**src/rtl/core/rfpd_pkg.sv**
```systemverilog
// Shared types, constants and codes for the range/flow packet decoder.
package rfpd_pkg;

    localparam int TIMEOUT_MS_DEF   = 200;
    localparam int MAX_RANGE_CM_DEF = 1200;
    localparam int FLOW_FRAC_BITS   = 24;

    localparam logic [7:0]  HDR_FIRST       = 8'hAA;
    localparam logic [7:0]  HDR_SECOND      = 8'h55;
    localparam int          PAYLOAD_LEN     = 11;
    localparam logic [15:0] MIN_FLOW_RAW_CM = 16'd10;
    localparam logic [19:0] US_PER_UNIT     = 20'd1000000;
    // floor(2^30 / 100), used for the divide by 100 of the scaled distance
    localparam logic [23:0] RECIP_100       = 24'd10737418;
    localparam logic [6:0]  PCT_DIV         = 7'd100;

    localparam int DIST_W = 19;
    localparam int FLOW_W = 26;
    localparam int CNT_W  = 32;
    localparam int DEN_W  = 36;
    localparam int DIVC_W = $clog2(FLOW_FRAC_BITS);

    typedef enum logic [1:0] {
        EV_GOOD    = 2'd0,
        EV_BAD     = 2'd1,
        EV_TIMEOUT = 2'd2
    } event_t;

    typedef enum logic [2:0] {
        REG_RANGE_SCALE = 3'd0,
        REG_FLOW_SCALE  = 3'd1,
        REG_MIN_ALT     = 3'd2,
        REG_MAX_ALT     = 3'd3,
        REG_INVERT_X    = 3'd4,
        REG_INVERT_Y    = 3'd5,
        REG_ALIGN       = 3'd6
    } reg_idx_t;

    typedef enum logic [1:0] {
        PH_HDR1,
        PH_HDR2,
        PH_PAYLOAD
    } phase_t;

    typedef enum logic [2:0] {
        ST_IDLE,
        ST_CHECK,
        ST_RECIP,
        ST_FIX,
        ST_JUDGE,
        ST_DIV,
        ST_ROT,
        ST_OUT
    } state_t;

    typedef struct packed {
        logic accept;
        logic check;
        logic recip;
        logic fix;
        logic judge;
        logic div_step;
        logic rot;
    } cmd_t;

    typedef struct packed {
        logic pkt_end;
        logic tmo_fire;
        logic bad;
        logic flow_en;
        logic div_last;
    } status_t;

endpackage

```
**src/rtl/core/range_flow_packet_decoder.sv**
```systemverilog
// Range/flow link packet decoder: top level.
// Input stream s_*: one beat is either a link byte (s_tuser = 0, byte in
// s_tdata) or a one-millisecond tick (s_tuser = 1). Bytes are framed by the
// header AA 55 and 11 payload bytes; the closing byte of a packet, or a tick
// that exceeds the silence limit, produces one result beat on m_*.
// Other beats produce nothing and leave the block ready for the next beat.
// Path to m_tvalid: checksum failure via CHECK; good packet without flow via
// CHECK, RECIP, FIX and JUDGE; good packet with flow also via DIV, the 24-step
// shift-subtract divider for both flow axes in parallel, and ROT; timeout direct.
// One beat is in flight at a time: s_tready is low from the closing byte (or
// timeout tick) until the result beat has been taken.
// The result is held in registers while m_tready is low; the block waits.
// Config channel: cfg_valid/cfg_ready, register index and data; always
// ready and applied at once, so writes belong only where no beat is in flight.
// Reset (rst_n low, async) restores register defaults, clears counters and
// parser, and leaves the output channel empty.
module range_flow_packet_decoder #(
    parameter int TIMEOUT_MS   = rfpd_pkg::TIMEOUT_MS_DEF,
    parameter int MAX_RANGE_CM = rfpd_pkg::MAX_RANGE_CM_DEF
) (
    input  logic         clk,
    input  logic         rst_n,
    input  logic         s_tvalid,
    output logic         s_tready,
    input  logic [7:0]   s_tdata,   // [7:0] rx_byte
    input  logic         s_tuser,   // [0] operation
    output logic         m_tvalid,
    input  logic         m_tready,
    // [18:0] distance_cm, [19] distance_ok, [45:20] flow_x, [71:46] flow_y,
    // [72] flow_ok, [104:73] good_total, [136:105] bad_total, [143:137] zero
    output logic [143:0] m_tdata,
    output logic [1:0]   m_tuser,   // [1:0] event_res
    input  logic         cfg_valid,
    output logic         cfg_ready,
    input  logic [2:0]   cfg_index,
    input  logic [15:0]  cfg_data
);
    import rfpd_pkg::*;

    cmd_t    cmd;
    status_t status;

    logic signed [DIST_W-1:0] distance_cm;
    logic                     distance_ok;
    logic signed [FLOW_W-1:0] flow_x, flow_y;
    logic                     flow_ok;
    logic [CNT_W-1:0]         good_total, bad_total;

    assign cfg_ready = 1'b1;

    rfpd_ctrl u_ctrl (
        .clk      (clk),
        .rst_n    (rst_n),
        .s_tvalid (s_tvalid),
        .m_tready (m_tready),
        .status   (status),
        .cmd      (cmd),
        .s_tready (s_tready),
        .m_tvalid (m_tvalid)
    );

    rfpd_datapath #(
        .TIMEOUT_MS   (TIMEOUT_MS),
        .MAX_RANGE_CM (MAX_RANGE_CM)
    ) u_dp (
        .clk         (clk),
        .rst_n       (rst_n),
        .cmd         (cmd),
        .status      (status),
        .in_op       (s_tuser),
        .in_byte     (s_tdata),
        .cfg_valid   (cfg_valid),
        .cfg_index   (cfg_index),
        .cfg_data    (cfg_data),
        .event_res   (m_tuser),
        .distance_cm (distance_cm),
        .distance_ok (distance_ok),
        .flow_x      (flow_x),
        .flow_y      (flow_y),
        .flow_ok     (flow_ok),
        .good_total  (good_total),
        .bad_total   (bad_total)
    );

    assign m_tdata = {7'd0, bad_total, good_total, flow_ok, flow_y, flow_x,
                      distance_ok, distance_cm};

endmodule

```
**src/rtl/core/rfpd_ctrl.sv**
```systemverilog
// Sequencer for the packet decoder: accept, check, scale, divide, emit.
module rfpd_ctrl (
    input  logic              clk,
    input  logic              rst_n,
    input  logic              s_tvalid,
    input  logic              m_tready,
    input  rfpd_pkg::status_t status,
    output rfpd_pkg::cmd_t    cmd,
    output logic              s_tready,
    output logic              m_tvalid
);
    import rfpd_pkg::*;

    state_t state_reg, state_next;
    logic   fire;

    assign fire = s_tvalid && (state_reg == ST_IDLE);

    always_ff @(posedge clk or negedge rst_n)
    begin
        if (!rst_n)
        begin
            state_reg <= ST_IDLE;
        end
        else
        begin
            state_reg <= state_next;
        end
    end

    always_comb
    begin
        state_next = state_reg;
        case (state_reg)
            ST_IDLE:
            begin
                if (fire && status.pkt_end)
                    state_next = ST_CHECK;
                else if (fire && status.tmo_fire)
                    state_next = ST_OUT;
            end
            ST_CHECK:  state_next = status.bad ? ST_OUT : ST_RECIP;
            ST_RECIP:  state_next = ST_FIX;
            ST_FIX:    state_next = ST_JUDGE;
            ST_JUDGE:  state_next = status.flow_en ? ST_DIV : ST_OUT;
            ST_DIV:
            begin
                if (status.div_last)
                    state_next = ST_ROT;
            end
            ST_ROT:    state_next = ST_OUT;
            ST_OUT:
            begin
                if (m_tready)
                    state_next = ST_IDLE;
            end
            default:   state_next = ST_IDLE;
        endcase
    end

    always_comb
    begin
        cmd          = '0;
        cmd.accept   = fire;
        cmd.check    = (state_reg == ST_CHECK);
        cmd.recip    = (state_reg == ST_RECIP);
        cmd.fix      = (state_reg == ST_FIX);
        cmd.judge    = (state_reg == ST_JUDGE);
        cmd.div_step = (state_reg == ST_DIV);
        cmd.rot      = (state_reg == ST_ROT);
        s_tready     = (state_reg == ST_IDLE);
        m_tvalid     = (state_reg == ST_OUT);
    end

endmodule

```
**src/rtl/core/rfpd_datapath.sv**
```systemverilog
// Parser, payload store, counters, scaling and flow divider datapath.
module rfpd_datapath #(
    parameter int TIMEOUT_MS   = rfpd_pkg::TIMEOUT_MS_DEF,
    parameter int MAX_RANGE_CM = rfpd_pkg::MAX_RANGE_CM_DEF
) (
    input  logic                              clk,
    input  logic                              rst_n,
    input  rfpd_pkg::cmd_t                    cmd,
    output rfpd_pkg::status_t                 status,
    input  logic                              in_op,
    input  logic [7:0]                        in_byte,
    input  logic                              cfg_valid,
    input  logic [2:0]                        cfg_index,
    input  logic [15:0]                       cfg_data,
    output logic [1:0]                        event_res,
    output logic signed [rfpd_pkg::DIST_W-1:0] distance_cm,
    output logic                              distance_ok,
    output logic signed [rfpd_pkg::FLOW_W-1:0] flow_x,
    output logic signed [rfpd_pkg::FLOW_W-1:0] flow_y,
    output logic                              flow_ok,
    output logic [rfpd_pkg::CNT_W-1:0]        good_total,
    output logic [rfpd_pkg::CNT_W-1:0]        bad_total
);
    import rfpd_pkg::*;

    localparam int QW = FLOW_FRAC_BITS;

    // configuration
    logic [7:0]  rscale_reg, fscale_reg;
    logic [15:0] min_alt_reg, max_alt_reg;
    logic        inv_x_reg, inv_y_reg;
    logic [1:0]  align_reg;

    // parser and counters
    phase_t      phase_reg;
    logic [3:0]  idx_reg;
    logic [7:0]  pay_reg [PAYLOAD_LEN];
    logic [7:0]  idle_reg;
    logic        tmo_reg;
    logic [CNT_W-1:0] good_reg, bad_reg;

    // arithmetic
    logic [23:0]      p_reg;
    logic [47:0]      pk_reg;
    logic [17:0]      dist_reg;
    logic [DEN_W-1:0] den_reg;
    logic [DEN_W-1:0] rem_x_reg, rem_y_reg;
    logic [QW-1:0]    q_x_reg, q_y_reg;
    logic             neg_x_reg, neg_y_reg;
    logic [DIVC_W-1:0] divc_reg;

    // result
    logic [1:0]              ev_reg;
    logic signed [DIST_W-1:0] rdist_reg;
    logic                    rdok_reg;
    logic signed [FLOW_W-1:0] rfx_reg, rfy_reg;
    logic                    rfok_reg;

    logic [7:0]  csum;
    logic [15:0] raw;
    logic signed [15:0] vx, vy;
    logic [16:0] mag_x, mag_y;
    logic [17:0] q0;
    logic [23:0] resid;
    logic        dok;
    logic        alt_zero;
    logic [DEN_W:0] sh_x, sh_y;
    logic        ge_x, ge_y;
    logic signed [FLOW_W-1:0] ax, ay, fx, fy;

    always_comb
    begin
        csum = '0;
        for (int i = 0; i < PAYLOAD_LEN - 1; i++)
            csum = csum ^ pay_reg[i];
    end

    assign raw   = {pay_reg[9], pay_reg[8]};
    assign vx    = {pay_reg[5], pay_reg[4]};
    assign vy    = {pay_reg[7], pay_reg[6]};
    assign mag_x = vx[15] ? (17'd0 - {vx[15], vx}) : {1'b0, vx};
    assign mag_y = vy[15] ? (17'd0 - {vy[15], vy}) : {1'b0, vy};

    assign q0    = pk_reg[47:30];
    assign resid = p_reg - 24'(q0 * PCT_DIV);

    assign dok = (dist_reg != '0) && ({14'd0, dist_reg} < 32'(MAX_RANGE_CM));
    assign alt_zero = ((min_alt_reg != '0) && (raw < min_alt_reg))
                   || ((max_alt_reg != '0) && (raw > max_alt_reg));

    assign sh_x = {rem_x_reg, 1'b0};
    assign sh_y = {rem_y_reg, 1'b0};
    assign ge_x = sh_x >= {1'b0, den_reg};
    assign ge_y = sh_y >= {1'b0, den_reg};

    always_comb
    begin
        ax = neg_x_reg ? -$signed({2'b00, q_x_reg}) : $signed({2'b00, q_x_reg});
        ay = neg_y_reg ? -$signed({2'b00, q_y_reg}) : $signed({2'b00, q_y_reg});
        if (inv_x_reg)
            ax = -ax;
        if (inv_y_reg)
            ay = -ay;
        case (align_reg)
            2'd1:
            begin
                fx = -ay;
                fy = ax;
            end
            2'd2:
            begin
                fx = -ax;
                fy = -ay;
            end
            2'd3:
            begin
                fx = ay;
                fy = -ax;
            end
            default:
            begin
                fx = ax;
                fy = ay;
            end
        endcase
    end

    always_comb
    begin
        status          = '0;
        status.pkt_end  = !in_op && (phase_reg == PH_PAYLOAD)
                       && (idx_reg == 4'(PAYLOAD_LEN - 1));
        status.tmo_fire = in_op && (idle_reg == 8'(TIMEOUT_MS)) && !tmo_reg;
        status.bad      = (csum != pay_reg[PAYLOAD_LEN-1]);
        status.flow_en  = dok && (raw > MIN_FLOW_RAW_CM) && !alt_zero;
        status.div_last = (divc_reg == DIVC_W'(QW - 1));
    end

    always_ff @(posedge clk or negedge rst_n)
    begin
        if (!rst_n)
        begin
            rscale_reg  <= 8'd100;
            fscale_reg  <= 8'd100;
            min_alt_reg <= '0;
            max_alt_reg <= '0;
            inv_x_reg   <= 1'b0;
            inv_y_reg   <= 1'b0;
            align_reg   <= '0;
        end
        else if (cfg_valid)
        begin
            case (cfg_index)
                REG_RANGE_SCALE: rscale_reg  <= cfg_data[7:0];
                REG_FLOW_SCALE:  fscale_reg  <= cfg_data[7:0];
                REG_MIN_ALT:     min_alt_reg <= cfg_data;
                REG_MAX_ALT:     max_alt_reg <= cfg_data;
                REG_INVERT_X:    inv_x_reg   <= cfg_data[0];
                REG_INVERT_Y:    inv_y_reg   <= cfg_data[0];
                REG_ALIGN:       align_reg   <= cfg_data[1:0];
                default:         ;
            endcase
        end
    end

    always_ff @(posedge clk or negedge rst_n)
    begin
        if (!rst_n)
        begin
            phase_reg <= PH_HDR1;
            idx_reg   <= '0;
            idle_reg  <= '0;
            tmo_reg   <= 1'b0;
            good_reg  <= '0;
            bad_reg   <= '0;
            divc_reg  <= '0;
        end
        else
        begin
            if (cmd.accept)
            begin
                if (in_op)
                begin
                    if (idle_reg < 8'(TIMEOUT_MS))
                        idle_reg <= idle_reg + 8'd1;
                    else
                        tmo_reg <= 1'b1;
                end
                else
                begin
                    case (phase_reg)
                        PH_HDR2:
                        begin
                            phase_reg <= (in_byte == HDR_SECOND) ? PH_PAYLOAD : PH_HDR1;
                            idx_reg   <= '0;
                        end
                        PH_PAYLOAD:
                        begin
                            if (status.pkt_end)
                            begin
                                phase_reg <= PH_HDR1;
                                idx_reg   <= '0;
                            end
                            else
                            begin
                                idx_reg <= idx_reg + 4'd1;
                            end
                        end
                        default:
                        begin
                            phase_reg <= (in_byte == HDR_FIRST) ? PH_HDR2 : PH_HDR1;
                        end
                    endcase
                end
            end
            if (cmd.check)
            begin
                if (status.bad)
                begin
                    bad_reg <= bad_reg + 1'b1;
                end
                else
                begin
                    good_reg <= good_reg + 1'b1;
                    idle_reg <= '0;
                    tmo_reg  <= 1'b0;
                end
            end
            if (cmd.judge)
                divc_reg <= '0;
            else if (cmd.div_step)
                divc_reg <= divc_reg + 1'b1;
        end
    end

    // payload and arithmetic registers, no reset needed
    always_ff @(posedge clk)
    begin
        if (cmd.accept && !in_op && (phase_reg == PH_PAYLOAD))
            pay_reg[idx_reg] <= in_byte;

        if (cmd.accept && status.tmo_fire)
        begin
            ev_reg    <= EV_TIMEOUT;
            rdist_reg <= '1;
            rdok_reg  <= 1'b0;
            rfx_reg   <= '0;
            rfy_reg   <= '0;
            rfok_reg  <= 1'b0;
        end

        if (cmd.check)
        begin
            p_reg     <= 24'(raw * rscale_reg);
            den_reg   <= DEN_W'(raw * US_PER_UNIT);
            rem_x_reg <= DEN_W'(mag_x * fscale_reg);
            rem_y_reg <= DEN_W'(mag_y * fscale_reg);
            neg_x_reg <= vx[15];
            neg_y_reg <= vy[15];
            ev_reg    <= status.bad ? EV_BAD : EV_GOOD;
            rdist_reg <= '0;
            rdok_reg  <= 1'b0;
            rfx_reg   <= '0;
            rfy_reg   <= '0;
            rfok_reg  <= 1'b0;
        end

        if (cmd.recip)
            pk_reg <= p_reg * RECIP_100;

        if (cmd.fix)
            dist_reg <= (resid >= 24'(PCT_DIV)) ? q0 + 18'd1 : q0;

        if (cmd.judge)
        begin
            rdist_reg <= $signed({1'b0, dist_reg});
            rdok_reg  <= dok;
        end

        if (cmd.div_step)
        begin
            rem_x_reg <= ge_x ? DEN_W'(sh_x - {1'b0, den_reg}) : sh_x[DEN_W-1:0];
            rem_y_reg <= ge_y ? DEN_W'(sh_y - {1'b0, den_reg}) : sh_y[DEN_W-1:0];
            q_x_reg   <= {q_x_reg[QW-2:0], ge_x};
            q_y_reg   <= {q_y_reg[QW-2:0], ge_y};
        end

        if (cmd.rot)
        begin
            rfx_reg  <= fx;
            rfy_reg  <= fy;
            rfok_reg <= rdok_reg && ((fx != '0) || (fy != '0));
        end
    end

    assign event_res   = ev_reg;
    assign distance_cm = rdist_reg;
    assign distance_ok = rdok_reg;
    assign flow_x      = rfx_reg;
    assign flow_y      = rfy_reg;
    assign flow_ok     = rfok_reg;
    assign good_total  = good_reg;
    assign bad_total   = bad_reg;

endmodule
```
**config.mk**
```make
export PLATFORM = sky130hd
export DESIGN_NAME = range_flow_packet_decoder
export DESIGN_NICKNAME = d
export VERILOG_FILES = /design/src/rtl/core/rfpd_pkg.sv /design/src/rtl/core/range_flow_packet_decoder.sv /design/src/rtl/core/rfpd_ctrl.sv /design/src/rtl/core/rfpd_datapath.sv
export SDC_FILE = /design/constraint.sdc
export NUM_CORES = 2
export LEC_CHECK = 0
export BUFFER_PORTS_ARGS = -buffer_cell sky130_fd_sc_hd__buf_2
export CAP_MARGIN = 15
export CORE_ASPECT_RATIO = 1.5
export CORE_MARGIN = 3
export CORE_UTILIZATION = 50
export CTS_BUF_LIST = sky130_fd_sc_hd__clkbuf_4 sky130_fd_sc_hd__clkbuf_8
export DETAILED_ROUTE_END_ITERATION = 12
export PLACE_DENSITY = 0.78
export SETUP_SLACK_MARGIN = 0.3
export SLEW_MARGIN = 5
export SYNTH_ARGS = -nofsm -noshare
export SYNTH_HDL_FRONTEND = slang
export SYNTH_SLANG_ARGS = --single-unit
```
**constraint.sdc**
```tcl
create_clock -name clk -period 10.2 [get_ports clk]
set_clock_uncertainty 0.05 [all_clocks]
set_input_delay 0 -clock clk [delete_from_list [all_inputs] [get_ports clk]]
set_output_delay 0 -clock clk [all_outputs]
set_load 0.03 [all_outputs]
```
==> impl_metrics.toml <==
[route]
first_iter_violations = 2808
wl_um = 150000
vias = 45345
drtAntennaViolNets = 0
drc = 0
wl_per_cell_um = 19.0
drtPass1Iterations = 7
drt-vias-per-instance = 5.74

[sta]
relSlewSlack_pct = 19.9
setup_viol = 0
tightest_slew_ps = 1200
clock.fmax_ghz = 0.116
period_needed_ps = 8620
fin_tns_setup_ps = 0
hold_violations = 0
rsz0062_at_grt = "no"
slew_violations = 0
fin_crit_sh_pct = 84.5

[hold_path]
min_path_cells = 3
min_from = "cfg_data[11]"
hold_end = "u_dp.max_alt_reg[11]"
hold_path_class = "input port to register"

[outcome]
outcome = "finished clean"

[clock_network]
cts_tree = "yes"
cts.sinks = 514
cts.htree.levels = 3
cts-root-buf = "clkbuf_8"
path_clk_slew_ps = 60
clk_latency_ps = 770
clk_path_buf_depth = 3
post_cts_resized = 0
cts_made_buffers = 84

[critical_path]
cp.required_ps = 10610
critPathKind = "register to register"
cp-end-kind = "register"
crit_start = "u_dp.p_reg[10]"
r2r-start = "u_dp.p_reg[10]"
crit_cells = 27
start_kind = "register"
critPathTopFamily = "adder cells"
rrSetupSlack_ps = 1580
critPathBufInv = 6
cp_max_fo = 11
slowest_stage = "edfxtp_1"
rr_worst_depth = 27
critPathMaxStageDelay_ps = 680
r2r-end = "u_dp.pk_reg[47]"
worstPathArrival_ps = 9030

[floorplan]
placementRows = 153
dieArea_sq_um = 122000
die_h_um = 426
die_w_um = 286
start_util_pct = 50.6
core_area_sq_um = 116000
io_pins = 182

[logic_synthesis]
yosys-top-cells-area = "edfxtp_1 19%, fa_1 18%, ha_1 15%"
yosys.cell_types.count = 99
ys_seq_elements = 514
synth_top_cell_area_share_pct = 19.1
yosysWarnings = 0
synth_area_leader_cell = "edfxtp_1"
synth.cell_area_sq_um = 58700
seq_area_frac_synth_pct = 25.1
synthArstFlopShare_pct = 27.0
synth_edf_count = 374
syn-instance-count = 6093
syn_area_per_cell_sq_um = 9.64
ys.flop_type = "edfxtp_1"

[flow_run]
cap_violations = 0

[cells_and_area]
fill_cells = 10038
fin_util_pct = 54.9
largest_reg_flops = 88
drive_above_1_share_pct = 7.80
syn_to_final_growth_pct = 8.63
nNetsFinal = 7542

[placement]
io_buffers = 173
place.gp.congestion = 1.02
hpwl_um = 118000

[grt]
grt_start_max_net_pins = 77
grt_overflow_total = 0
grt_pass1_wl_um = 244000
grt_pass1_vias = 47346
track_usage_pct = 25.0
antenna_found_initial = 2
==> cells in the mapped netlist, types with 14 or more instances <==
cell	number
a211o_1	15
a211oi_1	67
a21boi_0	18
a21o_1	87
a21oi_1	224
a31oi_1	31
a41oi_1	19
and2_1	173
and3_1	60
buf_1	16
clkbuf_1	170
dfrtp_1	133
edfxtp_1	374
fa_1	532
ha_1	699
inv_1	876
mux2_2	43
mux2i_1	37
nand2_1	480
nand2b_1	74
nand3_1	118
nand4_1	65
nor2_1	345
nor2b_1	110
nor3_1	106
nor3b_1	18
nor4_1	46
nor4b_1	14
o211ai_1	39
o21a_1	28
o21ai_0	177
o21bai_1	17
o31ai_1	42
o41ai_1	26
or2_2	26
or3_1	42
or4_1	23
xnor2_1	316
xor2_1	150
==> worst reg2reg max path, cell delays in order, from the launching register on <==
cell and delay, ps:
edfxtp_1 680, ha_1 430, inv_1 60, fa_1 530, inv_1 50, fa_1 510
inv_1 50, fa_1 470, inv_1 50, fa_1 520, fa_1 560, inv_1 60
fa_1 530, inv_1 40, ha_1 310, and2_1 160, a2111o_1 360, nor3_1 180
nand2_1 110, a2111o_1 320, o2111ai_1 150, a2111o_1 200, a21boi_0 180, o41ai_1 600
o21ai_0 360, o41a_1 460, nor4_1 270, nor3_1 80
==> timing repair <==
item	CTS	global route
hold buffers	54	0
endpoints found under the hold margin	270	0
buffers inserted	0	0
==> stage by stage <==
step	cell area (sq um)	cells	setup WS (ps)	hold slack, ps
3_5_place_dp	61300	7686	1700	14.3
6_report	63800	7903	1580	84.7
5_1_grt	63800	7901	1120	55.8
3_3_place_gp	61300	7686	1840	17.1
2_1_floorplan	58800	6115	2490	-346
4_1_cts	63800	7898	1610	2.70
==> metal layers <==
metal	GRT usage (%)	wire length, um	vias to the layer above
met2	45.0	76400	1524
met3	4.27	9070	453
met4	13.5	8640	0
met1	28.1	56200	22186
met5	0	0	-
li1	-	-	21182
==> worst max path at each step <==
stage	slack, ps	endpoint
after floorplan	2490	u_dp.pk_reg[47]
after global placement	1840	u_dp.pk_reg[47]
after detailed placement	1700	u_dp.pk_reg[47]
after CTS	1610	u_dp.pk_reg[47]
after global routing	1120	u_dp.pk_reg[47]
final	1580	u_dp.pk_reg[47]
==> cell usage in the layout (no fill, tap or decap), types with 44 or more instances in the layout <==
cell type	Yosys	final
a21oi_1	224	224
a21o_1	87	87
and3_1	60	60
and2_1	173	173
dlygate4sd3_1	0	53
xor2_1	150	150
fa_1	532	532
a211oi_1	67	67
nor2_1	345	344
nand2_1	480	478
nand4_1	65	65
dfrtp_1	133	131
nand3_1	118	117
nor4_1	46	44
clkbuf_8	0	92
nand2b_1	74	74
nor3_1	106	104
buf_4	11	53
buf_2	7	172
inv_1	876	875
o21ai_0	177	177
xnor2_1	316	316
ha_1	699	699
edfxtp_1	374	374
nor2b_1	110	110
==> cell families after synthesis <==
| group | share of synthesized area [%] |
|---|---|
| AO/OA/AOI/OAI | 11.2 |
| XOR/XNOR | 6.95 |
| adder cells (fa/ha/maj) | 33.0 |
| buffers and inverters | 7.02 |
| flip-flops | 25.1 |
| multiplexers | 1.45 |
| other | 0.0128 |
| AND/OR/NAND/NOR | 15.3 |
==> final cells by class <==
type / count / area [sq um] / share of cell area, %
repair buffers: 282 / 1860 / 2.91
diodes: 3 / 7.51 / 0.0118
inverters: 878 / 3300 / 5.17
multi-input cells: 4518 / 40000 / 62.7
clock inverters: 53 / 583 / 0.914
well taps: 1550 / 1940 / 3.04
flip-flops and latches: 514 / 14700 / 23.1
clock buffers: 105 / 1360 / 2.14
Power is left out: the tool's default activity adds up to more than one toggle a clock period on the data nets, which glitch-free logic cannot reach.
